==> src/rtl/bsfr_pkg.sv <==
// Package for the byte-stuffed frame receiver.
// Holds shared widths, register indexes, reset values, result kinds and structs.
// No dependencies.
package bsfr_pkg;

  localparam int RING_DEPTH_DEF = 1024;

  localparam int BYTE_W  = 8;
  localparam int CRC_W   = 16;
  localparam int FLEN_W  = 10;
  localparam int CNT_W   = 32;
  localparam int KIND_W  = 2;
  localparam int CIDX_W  = 3;
  localparam int CDATA_W = 16;
  localparam int ODATA_W = 88;

  localparam int HDR_MIN_LEN = 4;
  localparam int HDR_OFFSET  = 6;

  typedef logic [KIND_W-1:0] kind_t;
  localparam kind_t KIND_DATA    = 2'd0;
  localparam kind_t KIND_GOOD    = 2'd1;
  localparam kind_t KIND_CRC_ERR = 2'd2;
  localparam kind_t KIND_LEN_ERR = 2'd3;

  typedef logic [CIDX_W-1:0] cidx_t;
  localparam cidx_t REG_FLAG     = 3'd0;
  localparam cidx_t REG_ESCAPE   = 3'd1;
  localparam cidx_t REG_FLAG_SUB = 3'd2;
  localparam cidx_t REG_ESC_SUB  = 3'd3;
  localparam cidx_t REG_CRC_POLY = 3'd4;
  localparam cidx_t REG_CRC_INIT = 3'd5;

  localparam logic [BYTE_W-1:0] FLAG_RST     = 8'd126;
  localparam logic [BYTE_W-1:0] ESCAPE_RST   = 8'd125;
  localparam logic [BYTE_W-1:0] FLAG_SUB_RST = 8'd94;
  localparam logic [BYTE_W-1:0] ESC_SUB_RST  = 8'd93;
  localparam logic [CRC_W-1:0]  CRC_POLY_RST = 16'h1021;
  localparam logic [CRC_W-1:0]  CRC_INIT_RST = 16'hFFFF;

  typedef struct packed {
    logic [BYTE_W-1:0] flag_byte;
    logic [BYTE_W-1:0] escape_byte;
    logic [BYTE_W-1:0] flag_sub;
    logic [BYTE_W-1:0] escape_sub;
    logic [CRC_W-1:0]  crc_poly;
    logic [CRC_W-1:0]  crc_init;
  } cfg_t;

  typedef struct packed {
    kind_t             kind;
    logic [BYTE_W-1:0] data_byte;
    logic [FLEN_W-1:0] frame_length;
    logic [CNT_W-1:0]  total_count;
    logic [CNT_W-1:0]  overrun_count;
  } result_t;

endpackage

==> src/rtl/bsfr_crc_byte.sv <==
// Byte-wide CRC-16 update, MSB first, with a programmable polynomial.
// Purely combinational. Depends on bsfr_pkg.
module bsfr_crc_byte (
  input  logic [bsfr_pkg::CRC_W-1:0]  crc_in,
  input  logic [bsfr_pkg::BYTE_W-1:0] data_in,
  input  logic [bsfr_pkg::CRC_W-1:0]  poly,
  output logic [bsfr_pkg::CRC_W-1:0]  crc_out
);

  always_comb begin
    logic [bsfr_pkg::CRC_W-1:0] c;
    c = crc_in ^ {data_in, 8'h00};
    for (int i = 0; i < bsfr_pkg::BYTE_W; i++) begin
      if (c[bsfr_pkg::CRC_W-1]) begin
        c = {c[bsfr_pkg::CRC_W-2:0], 1'b0} ^ poly;
      end else begin
        c = {c[bsfr_pkg::CRC_W-2:0], 1'b0};
      end
    end
    crc_out = c;
  end

endmodule

==> src/rtl/bsfr_deframe.sv <==
// Deframing state and per-word decision logic: unescaping, CRC, length and counters.
// Depends on bsfr_pkg and bsfr_crc_byte.
module bsfr_deframe #(
  parameter int RING_DEPTH = bsfr_pkg::RING_DEPTH_DEF
) (
  input  logic                        clk,
  input  logic                        rst_n,
  input  logic                        step,
  input  logic [bsfr_pkg::BYTE_W-1:0] rx_byte,
  input  bsfr_pkg::cfg_t              cfg,
  output logic                        res_valid,
  output bsfr_pkg::result_t           res
);

  localparam int LEN_W = $clog2(RING_DEPTH);
  localparam int CMP_W = 17;

  logic                        esc_r, esc_nxt;
  logic [bsfr_pkg::CRC_W-1:0]  crc_r, crc_nxt, crc_fold;
  logic [LEN_W-1:0]            len_r, len_nxt;
  logic [bsfr_pkg::BYTE_W-1:0] hdr_hi_r, hdr_hi_nxt, hdr_lo_r, hdr_lo_nxt;
  logic [bsfr_pkg::CNT_W-1:0]  total_r, total_nxt, drop_r, drop_nxt;
  logic [bsfr_pkg::BYTE_W-1:0] byte_val;
  logic [CMP_W-1:0]            len_ext, len_minus;
  bsfr_pkg::kind_t             frame_kind;

  bsfr_crc_byte u_crc (
    .crc_in  (crc_r),
    .data_in (byte_val),
    .poly    (cfg.crc_poly),
    .crc_out (crc_fold)
  );

  assign len_ext   = CMP_W'(len_r);
  assign len_minus = len_ext - CMP_W'(bsfr_pkg::HDR_OFFSET);

  always_comb begin
    if (esc_r) begin
      if (rx_byte == cfg.flag_sub) begin
        byte_val = cfg.flag_byte;
      end else if (rx_byte == cfg.escape_sub) begin
        byte_val = cfg.escape_byte;
      end else begin
        byte_val = '0;
      end
    end else begin
      byte_val = rx_byte;
    end
  end

  always_comb begin
    frame_kind = bsfr_pkg::KIND_GOOD;
    if (crc_r != '0) begin
      frame_kind = bsfr_pkg::KIND_CRC_ERR;
    end else if (len_ext > CMP_W'(bsfr_pkg::HDR_MIN_LEN)) begin
      if (len_ext < CMP_W'(bsfr_pkg::HDR_OFFSET) ||
          len_minus != CMP_W'({hdr_hi_r, hdr_lo_r})) begin
        frame_kind = bsfr_pkg::KIND_LEN_ERR;
      end
    end
  end

  always_comb begin
    esc_nxt    = esc_r;
    crc_nxt    = crc_r;
    len_nxt    = len_r;
    hdr_hi_nxt = hdr_hi_r;
    hdr_lo_nxt = hdr_lo_r;
    total_nxt  = total_r;
    drop_nxt   = drop_r;
    res_valid  = 1'b0;
    res        = '0;
    if (rx_byte == cfg.flag_byte) begin
      crc_nxt = cfg.crc_init;
      if (len_r != '0) begin
        res_valid        = 1'b1;
        res.kind         = frame_kind;
        res.frame_length = bsfr_pkg::FLEN_W'(len_r);
        len_nxt          = '0;
      end
    end else if (!esc_r && rx_byte == cfg.escape_byte) begin
      esc_nxt = 1'b1;
    end else begin
      esc_nxt = 1'b0;
      crc_nxt = crc_fold;
      if (len_r < LEN_W'(RING_DEPTH - 1)) begin
        if (len_ext == CMP_W'(2)) begin
          hdr_hi_nxt = byte_val;
        end else if (len_ext == CMP_W'(3)) begin
          hdr_lo_nxt = byte_val;
        end
        len_nxt          = len_r + LEN_W'(1);
        total_nxt        = total_r + 1'b1;
        res_valid        = 1'b1;
        res.kind         = bsfr_pkg::KIND_DATA;
        res.data_byte    = byte_val;
        res.frame_length = bsfr_pkg::FLEN_W'(len_nxt);
      end else begin
        drop_nxt = drop_r + 1'b1;
      end
    end
    res.total_count   = total_nxt;
    res.overrun_count = drop_nxt;
  end

  always_ff @(posedge clk) begin
    if (!rst_n) begin
      esc_r    <= 1'b0;
      crc_r    <= bsfr_pkg::CRC_INIT_RST;
      len_r    <= '0;
      hdr_hi_r <= '0;
      hdr_lo_r <= '0;
      total_r  <= '0;
      drop_r   <= '0;
    end else if (step) begin
      esc_r    <= esc_nxt;
      crc_r    <= crc_nxt;
      len_r    <= len_nxt;
      hdr_hi_r <= hdr_hi_nxt;
      hdr_lo_r <= hdr_lo_nxt;
      total_r  <= total_nxt;
      drop_r   <= drop_nxt;
    end
  end

endmodule

==> src/rtl/byte_stuffed_frame_receiver_crc_check_core.sv <==
// Byte-stuffed frame receiver with CRC-16 check: input register, deframer, result register.
// One word per cycle sustained while the output is not stalled; each word passes the input
// register and the deframer into the result register. While a result waits, one more word
// is held and then the input stalls. Escape bytes, dropped bytes and flags that close an
// empty frame give no result. Synchronous active-low reset loads register defaults and
// clears all control state. Depends on bsfr_pkg and bsfr_deframe.
module byte_stuffed_frame_receiver_crc_check_core #(
  parameter int RING_DEPTH = bsfr_pkg::RING_DEPTH_DEF
) (
  input  logic                          clk,
  input  logic                          rst_n,
  input  logic                          in_tvalid,
  output logic                          in_tready,
  input  logic [bsfr_pkg::BYTE_W-1:0]   in_tdata,   // [7:0] rx_byte
  output logic                          out_tvalid,
  input  logic                          out_tready,
  output logic [bsfr_pkg::ODATA_W-1:0]  out_tdata,  // [7:0] data_byte, [17:8] frame_length,
                                                    // [49:18] total_count,
                                                    // [81:50] overrun_count, [87:82] zero
  output logic [bsfr_pkg::KIND_W-1:0]   out_tuser,  // [1:0] kind
  input  logic                          cfg_valid,
  output logic                          cfg_ready,
  input  logic [bsfr_pkg::CIDX_W-1:0]   cfg_index,
  input  logic [bsfr_pkg::CDATA_W-1:0]  cfg_data
);

  bsfr_pkg::cfg_t              cfg_r;
  logic                        in_vld_r;
  logic [bsfr_pkg::BYTE_W-1:0] in_byte_r;
  logic                        step;
  logic                        res_valid;
  bsfr_pkg::result_t           res;
  logic                        out_vld_r;
  bsfr_pkg::result_t           out_res_r;

  assign cfg_ready = 1'b1;
  assign step      = in_vld_r && (!out_vld_r || out_tready);
  assign in_tready = !in_vld_r || step;

  always_ff @(posedge clk) begin
    if (!rst_n) begin
      cfg_r.flag_byte   <= bsfr_pkg::FLAG_RST;
      cfg_r.escape_byte <= bsfr_pkg::ESCAPE_RST;
      cfg_r.flag_sub    <= bsfr_pkg::FLAG_SUB_RST;
      cfg_r.escape_sub  <= bsfr_pkg::ESC_SUB_RST;
      cfg_r.crc_poly    <= bsfr_pkg::CRC_POLY_RST;
      cfg_r.crc_init    <= bsfr_pkg::CRC_INIT_RST;
    end else if (cfg_valid) begin
      unique case (cfg_index)
        bsfr_pkg::REG_FLAG:     cfg_r.flag_byte   <= cfg_data[bsfr_pkg::BYTE_W-1:0];
        bsfr_pkg::REG_ESCAPE:   cfg_r.escape_byte <= cfg_data[bsfr_pkg::BYTE_W-1:0];
        bsfr_pkg::REG_FLAG_SUB: cfg_r.flag_sub    <= cfg_data[bsfr_pkg::BYTE_W-1:0];
        bsfr_pkg::REG_ESC_SUB:  cfg_r.escape_sub  <= cfg_data[bsfr_pkg::BYTE_W-1:0];
        bsfr_pkg::REG_CRC_POLY: cfg_r.crc_poly    <= cfg_data;
        bsfr_pkg::REG_CRC_INIT: cfg_r.crc_init    <= cfg_data;
        default: ;
      endcase
    end
  end

  always_ff @(posedge clk) begin
    if (!rst_n) begin
      in_vld_r <= 1'b0;
    end else if (in_tready) begin
      in_vld_r <= in_tvalid;
    end
  end

  always_ff @(posedge clk) begin
    if (in_tready && in_tvalid) begin
      in_byte_r <= in_tdata;
    end
  end

  bsfr_deframe #(
    .RING_DEPTH (RING_DEPTH)
  ) u_deframe (
    .clk       (clk),
    .rst_n     (rst_n),
    .step      (step),
    .rx_byte   (in_byte_r),
    .cfg       (cfg_r),
    .res_valid (res_valid),
    .res       (res)
  );

  always_ff @(posedge clk) begin
    if (!rst_n) begin
      out_vld_r <= 1'b0;
    end else if (!out_vld_r || out_tready) begin
      out_vld_r <= step && res_valid;
    end
  end

  always_ff @(posedge clk) begin
    if (step && res_valid) begin
      out_res_r <= res;
    end
  end

  assign out_tvalid = out_vld_r;
  assign out_tuser  = out_res_r.kind;
  assign out_tdata  = {6'b0, out_res_r.overrun_count, out_res_r.total_count,
                       out_res_r.frame_length, out_res_r.data_byte};

endmodule

==> config.mk <==
export PLATFORM = sky130hd
export DESIGN_NAME = byte_stuffed_frame_receiver_crc_check_core
export DESIGN_NICKNAME = d
export VERILOG_FILES = /design/src/rtl/bsfr_pkg.sv /design/src/rtl/bsfr_crc_byte.sv /design/src/rtl/bsfr_deframe.sv /design/src/rtl/byte_stuffed_frame_receiver_crc_check_core.sv
export SDC_FILE = /design/constraint.sdc
export NUM_CORES = 1
export LEC_CHECK = 0
export ABC_AREA = 1
export BUFFER_PORTS_ARGS = -buffer_cell sky130_fd_sc_hd__buf_4
export CORE_MARGIN = 2
export CORE_UTILIZATION = 50
export CTS_CLUSTER_DIAMETER = 50
export DETAILED_ROUTE_END_ITERATION = 6
export HOLD_SLACK_MARGIN = 0.05
export PLACE_DENSITY = 0.69
export SLEW_MARGIN = 20
export SYNTH_ARGS = -nofsm -noshare
export SYNTH_HDL_FRONTEND = slang
export SYNTH_SLANG_ARGS = --single-unit
export TNS_END_PERCENT = 10
==> constraint.sdc <==
create_clock -name clk -period 8.8 [get_ports clk]
set_clock_uncertainty 0.1 [all_clocks]
set_input_delay 0.88 -clock clk [delete_from_list [all_inputs] [get_ports clk]]
set_output_delay 0.88 -clock clk [all_outputs]
set_load 0.01 [all_outputs]
; ---- Word-level counts from Yosys, hierarchy flattened
; Index checks and enable logic that the tools add are counted.
[totals]
reg_bits = 265
[op_classes]
add_sub_neg = 4
n_lt_le_gt_ge = 3
n_eq_ne = 14
mux = 37
bitwise = 13
reduce_logical = 26
[op_table]
columns = cell, count
row1 = 2-to-1 mux 32 bit, 6
row2 = 2-to-1 mux 16 bit, 10
row3 = bitwise XOR 16 bit, 9
row4 = "adder 32 x 1 -> 32 bit, second input constant", 2
row5 = 2-to-1 mux 10 bit, 6
row6 = == test 8 bit, 4
row7 = 2-to-1 mux 8 bit, 3
row8 = "== test 10 x 2 -> 1 bit, second input constant", 2
row9 = 2-to-1 mux 20 bit, 1
row10 = 2-to-1 mux 18 bit, 1
row11 = inequality test 17 x 16 -> 1 bit, 1
row12 = AND reduction 2 bit, 8
row13 = nonzero test 16 bit, 1
row14 = "subtractor 10 x 3 -> 11 bit, second input constant", 1
row15 = "adder 10 x 1 -> 10 bit, second input constant", 1
row16 = "greater-than comparator 10 x 3 -> 1 bit, second input constant", 1
row17 = "< comparator 10 bit, second input constant", 1
row18 = "< comparator 10 x 3 -> 1 bit, second input constant", 1
row19 = 2-to-1 mux 2 bit, 5
row20 = nonzero test 10 bit, 1
row21 = "== test 3 x 2 -> 1 bit, second input constant", 2
row22 = "== test 3 bit, second input constant", 2
row23 = AND reduction 6 bit, 1
row24 = 2-to-1 mux 1 bit, 5
row25 = 12 further kinds, 22

; ---- Logic depth before layout (Yosys ltp)
[depth]
ltp_word = 23
ltp_mapped = 39

; ---- By module
; From an unflattened synthesis, not the netlist that was laid out.
[hier_totals]
hier_cells = 2581
area_unflattened_um2 = 17060.1
[modules_own_cells]
columns = mod, instances, cells_per_inst, area_per_inst_um2, seq_area_each_um2
row1 = bsfr_deframe, 1, 1582, 8727.1, 2142.1
row2 = byte_stuffed_frame_receiver_crc_check_core, 1, 441, 5368.9, 4083.9
row3 = bsfr_crc_byte, 1, 558, 2964.1, 0.0

; ---- Worst setup path before layout
; Ideal clock, no wire load.
[synth_path]
path_kind = reg-to-reg
from = register in_byte_r[4] in the netlist's numbering
to = register u_deframe.len_r[7]
setup_time_ps = 128
arrival_time_ps = 6936
t_required_ps = 8572
slack_ps = 1636
path_stages_with_launch = 12
n_path_buf = 2
cell_sequence = edfxtp_1 xor2_1 nor4_1 nand2_1 buf_2 a21oi_1 inv_1 a21oi_1 inv_1 clkbuf_1 o21ai_0 a21oi_1
[synth_between]
elab_chain_cells = 4
[synth_rtl]
columns = element, line
row1 = start: declaration, byte_stuffed_frame_receiver_crc_check_core.sv:29  ; logic [bsfr_pkg::BYTE_W-1:0] in_byte_r;
row2 = start signal: assignment, byte_stuffed_frame_receiver_crc_check_core.sv:71  ; in_byte_r <= in_tdata;
row3 = == test 8 bit, bsfr_deframe.sv:81  ; end else if (!esc_r && rx_byte == cfg.escape_byte) begin
row4 = logical AND 1 bit, bsfr_deframe.sv:81
row5 = inequality test 2 x 1 -> 1 bit (no source line), --
row6 = AND reduction 4 bit (no source line), --
row7 = end signal: assignment, bsfr_deframe.sv:118  ; len_r <= len_nxt;
row8 = end: declaration, bsfr_deframe.sv:20  ; logic [LEN_W-1:0] len_r, len_nxt;
; Parallel ways exist; a longest one is shown, timed or not.
; A chain may end at the register's enable or synchronous reset.

; ---- Worst setup path after layout
[layout_path]
from = register in_byte_r[6] in the netlist's numbering
to = register u_deframe.crc_r[15] in the netlist's numbering
[layout_between]
elab_chain_cells = 22
[layout_rtl]
columns = element, line
row1 = == test 8 bit, bsfr_deframe.sv:41  ; end else if (rx_byte == cfg.escape_sub) begin
row2 = 2-to-1 mux 8 bit, bsfr_deframe.sv:41
row3 = 2-to-1 mux 8 bit, bsfr_deframe.sv:39  ; if (rx_byte == cfg.flag_sub) begin
row4 = 2-to-1 mux 8 bit, bsfr_deframe.sv:38  ; if (esc_r) begin
row5 = bitwise XOR 16 bit, bsfr_crc_byte.sv:12  ; c = crc_in ^ {data_in, 8'h00};
row6 = 2-to-1 mux 16 bit or bitwise XOR 16 bit (tied branches), "bsfr_crc_byte.sv:14, bsfr_crc_byte.sv:15"
row7 = bitwise XOR 16 bit or 2-to-1 mux 16 bit (tied branches), "bsfr_crc_byte.sv:15, bsfr_crc_byte.sv:14"
row8 = 2-to-1 mux 16 bit or bitwise XOR 16 bit (tied branches), "bsfr_crc_byte.sv:14, bsfr_crc_byte.sv:15"
row9 = (+6 left out), --
row10 = bitwise XOR 16 bit or 2-to-1 mux 16 bit (tied branches), "bsfr_crc_byte.sv:15, bsfr_crc_byte.sv:14"
row11 = 2-to-1 mux 16 bit or bitwise XOR 16 bit (tied branches), "bsfr_crc_byte.sv:14, bsfr_crc_byte.sv:15"
row12 = bitwise XOR 16 bit or 2-to-1 mux 16 bit (tied branches), "bsfr_crc_byte.sv:15, bsfr_crc_byte.sv:14"
row13 = 2-to-1 mux 16 bit or bitwise XOR 16 bit (tied branches), "bsfr_crc_byte.sv:14, bsfr_crc_byte.sv:15"
row14 = bitwise XOR 16 bit or 2-to-1 mux 16 bit (tied branches), "bsfr_crc_byte.sv:15, bsfr_crc_byte.sv:14"
row15 = 2-to-1 mux 16 bit, bsfr_crc_byte.sv:14  ; if (c[bsfr_pkg::CRC_W-1]) begin
row16 = 2-to-1 mux 16 bit, bsfr_deframe.sv:81
row17 = 2-to-1 mux 16 bit, bsfr_deframe.sv:73  ; if (rx_byte == cfg.flag_byte) begin
row18 = end signal: assignment, bsfr_deframe.sv:109  ; crc_r <= bsfr_pkg::CRC_INIT_RST;
row19 = end signal: assignment, bsfr_deframe.sv:117  ; crc_r <= crc_nxt;
row20 = end: declaration, bsfr_deframe.sv:19  ; logic [bsfr_pkg::CRC_W-1:0] crc_r, crc_nxt, crc_fold;
; Parallel ways exist; a longest one is shown, timed or not. The select of a mux whose other input is x is not followed.

==> impl_metrics.ini <==
[outcome]
status = finished clean

[synth]
yosys.area.top_type_share_pct = 23.2
syn_area_um2 = 14900
yosys.cell_types.count = 47
yosysWarnings = 0
avgSynthCellArea_um2 = 7.28
synth_area_leaders = dfxtp_1 (23%), edfxtp_1 (19%), nand2_1 (11%), nand3_1 (7.8%), inv_1 (6.7%)
async_reset_ff_share_pct = 0
synth_ff_type = dfxtp_1
yosysTopAreaCell = dfxtp_1
synth_edf_count = 92
ys_seq_area_share_pct = 41.8
synth_cells = 2048
yosys-top-cells-count = nand2_1 (453), inv_1 (266), nand3_1 (233)
synth-seq-cells = 265
synth_most_common_cell = nand2_1

[timing]
period_share_pct = 59.0
tns_ps = 0
max_freq_mhz = 193
finalMaxSlewViolations = 0
worst_pin_slew_ps = 1010
final_hold_viol_count = 0
rsz0062_at_grt = false
finalSetupViolations = 0
period_needed_ps = 5190
slew_headroom_pct = 32.5
hold_ws_ps = 378

[routing]
dr.pass1.iters = 5
wl_um = 39900
vias_per_cell = 5.35
num_vias = 13500
drc = 0
routedWlPerCell_um = 15.8
drt-initial-drc-count = 1184
ant_nets = 0

[critical_path]
cp_top_family = simple AND/OR/NAND/NOR gates
path_max_fanout = 28
crit_path_end_kind = register
cpMostUsedCell = nand2_2
crit_buf_inv = 1
crit_slowest_cell = edfxtp_1
startpoint = in_byte_r[6]
cp_slowest_stage_delay_ps = 500
reg2reg_from = in_byte_r[6]
crit_required_ps = 9190
start_kind = register
critPathArrivalTime_ps = 5580
crit_type = reg -> reg

[power_and_ir_drop]
internal_power_w = 0.00232
vdd_drop_max_v = 0.000134
p_seq_share_pct = 41.2
combPwrFrac_pct = 23.8
p_per_area_nw_per_um2 = 203
p_switching_w = 0.00110
swShare_pct = 32.3
clkPwrFrac_pct = 35.1
power_leakage_nw = 7.75

[placement]
gp_congestion = 0.920
port_buffers = 117
hpwl_um = 28000

[final_layout]
area_growth_pct = 13.2
nFillCells = 2793
final_util_pct = 57.2
num_antenna_cells = 0
fin_nets = 2147
drive_gt1_share_pct = 11.2

[hold_path]
min_path_type = reg -> reg
hold_start = cfg_r[45]

[floorplanning]
core_region_area_um2 = 29500
die_h_um = 177
start_util_pct = 50.5
dieArea_um2 = 31200
io_pins = 125
die_w_um = 177
row_count = 63

[clocking]
hold_buffers = 0
cts_max_level = 1
ctsResizeCount = 0
tritoncts = yes
clock-sinks = 265
clock_latency_ps = 570
numCtsBuffers = 30
clockBufferDepth = 3
clk_pin_slew_ps = 60
cts_setup_buffers = 0
cts_root_buf = clkbuf_16

[global_route]
grt_start_max_net_pins = 90
grt_pass1_wl_um = 63600
grt_pass1_vias = 12300
antenna_found_initial = 0
grt_usage_pct = 25.2
grt_overflow = 0

[flow_run]
maxCapViolCount = 0
layout make-up:
type	instances	area, um2	share of cell area (%)
Sequential cell	265	6230	36.9
Timing Repair Buffer	123	923	5.47
Tap cell	390	488	2.89
Inverter	285	1070	6.34
Clock buffer	42	837	4.96
Multi-Input combinational cell	1404	7200	42.7
Clock inverter	14	125	0.742
worst reg2reg max path, delay by kind of cell, from the launching register on:
| family | cells | cell delay [ps] |
|---|---|---|
| and+or+nand+nor | 28 | 4270 |
| DFF | 1 | 500 |
| buffers and inverters | 1 | 70 |
| xor gates and xnor gates | 1 | 180 |
state kept, by name (all words and copies together) (netlist names):
register,count
out_tdata,82
cfg_r,64
u_deframe.drop_r,32
u_deframe.total_r,32
u_deframe.crc_r,16
u_deframe.len_r,10
in_byte_r,8
u_deframe.hdr_hi_r,8
u_deframe.hdr_lo_r,8
out_tuser,2
in_vld_r,1
out_tvalid,1
u_deframe.esc_r,1
stage by stage:
| stage | instances | total power, W | area (um2) | setup WS, ps |
|---|---|---|---|---|
| 3_3_place_gp | 2467 | 0.00222 | 15900 | 3830 |
| 5_1_grt | 2523 | 0.00360 | 16900 | 3110 |
| 6_report | 2523 | 0.00342 | 16900 | 3610 |
| 3_5_place_dp | 2467 | 0.00224 | 15900 | 3670 |
| 2_1_floorplan | 2053 | 0.00203 | 14900 | 1640 |
| 4_1_cts | 2523 | 0.00344 | 16900 | 3630 |
metal layers:
metal	track usage [%]	wire length [um]	part of all wire, %
met5	0	0	0
met2	40.5	18100	45
met3	3.22	2780	7.0
met1	35.1	17800	45
met4	8.51	1230	3.1
layout by cell type, fill, tap and decap left out, types with 4 or more instances in the layout:
cell	netlist	routed
a21oi_1	137	136
buf_4	9	123
clkbuf_1	57	9
clkbuf_16	0	31
clkinv_2	0	7
conb_1	2	7
dfxtp_1	173	173
edfxtp_1	92	92
ha_1	6	6
inv_1	266	265
inv_2	16	17
nand2_1	453	452
nand2_2	13	13
nand2_4	7	8
nand3_1	233	233
nand3_2	9	9
nand4_1	15	15
nor2_1	146	145
nor2_4	5	6
nor3_1	28	28
nor4_1	16	16
o211ai_1	21	21
o21a_1	5	5
o21ai_0	135	135
o22ai_1	4	4
or2_2	6	6
xnor2_1	39	39
xor2_1	92	92
power by group through the flow:
stage,Combinational [W],Sequential (W),Clock [W]
global placement,0.000793,0.00143,0
detailed placement,0.000804,0.00143,0
finish,0.000814,0.00141,0.00120
CTS,0.000808,0.00141,0.00122
global route,0.000912,0.00142,0.00127
floorplan,0.000613,0.00142,0
path summary, 6_finish.rpt:
check / end / slack (ps) / depth (start not counted)
worst max-delay path: u_deframe.crc_r[15] / 3610 / 30
worst min-delay path: cfg_r[45] / 380 / 2
worst max register to register: u_deframe.crc_r[15] / 3610 / 30
worst min register to register: cfg_r[45] / 380 / 2
logic make-up (layout without fill, tap and decap cells):
| logic type | after synthesis | after routing | synth area share [%] |
|---|---|---|---|
| AOI/OAI and AO/OA | 315 | 315 | 11.3 |
| xor gates and xnor gates | 132 | 132 | 7.81 |
| adders and majority gates | 6 | 6 | 0.504 |
| buffers and inverters | 384 | 464 | 10.2 |
| DFF | 265 | 265 | 41.8 |
| other | 2 | 7 | 0.0504 |
| and+or+nand+nor | 944 | 944 | 28.4 |
(Power assumes the default switching activity.)
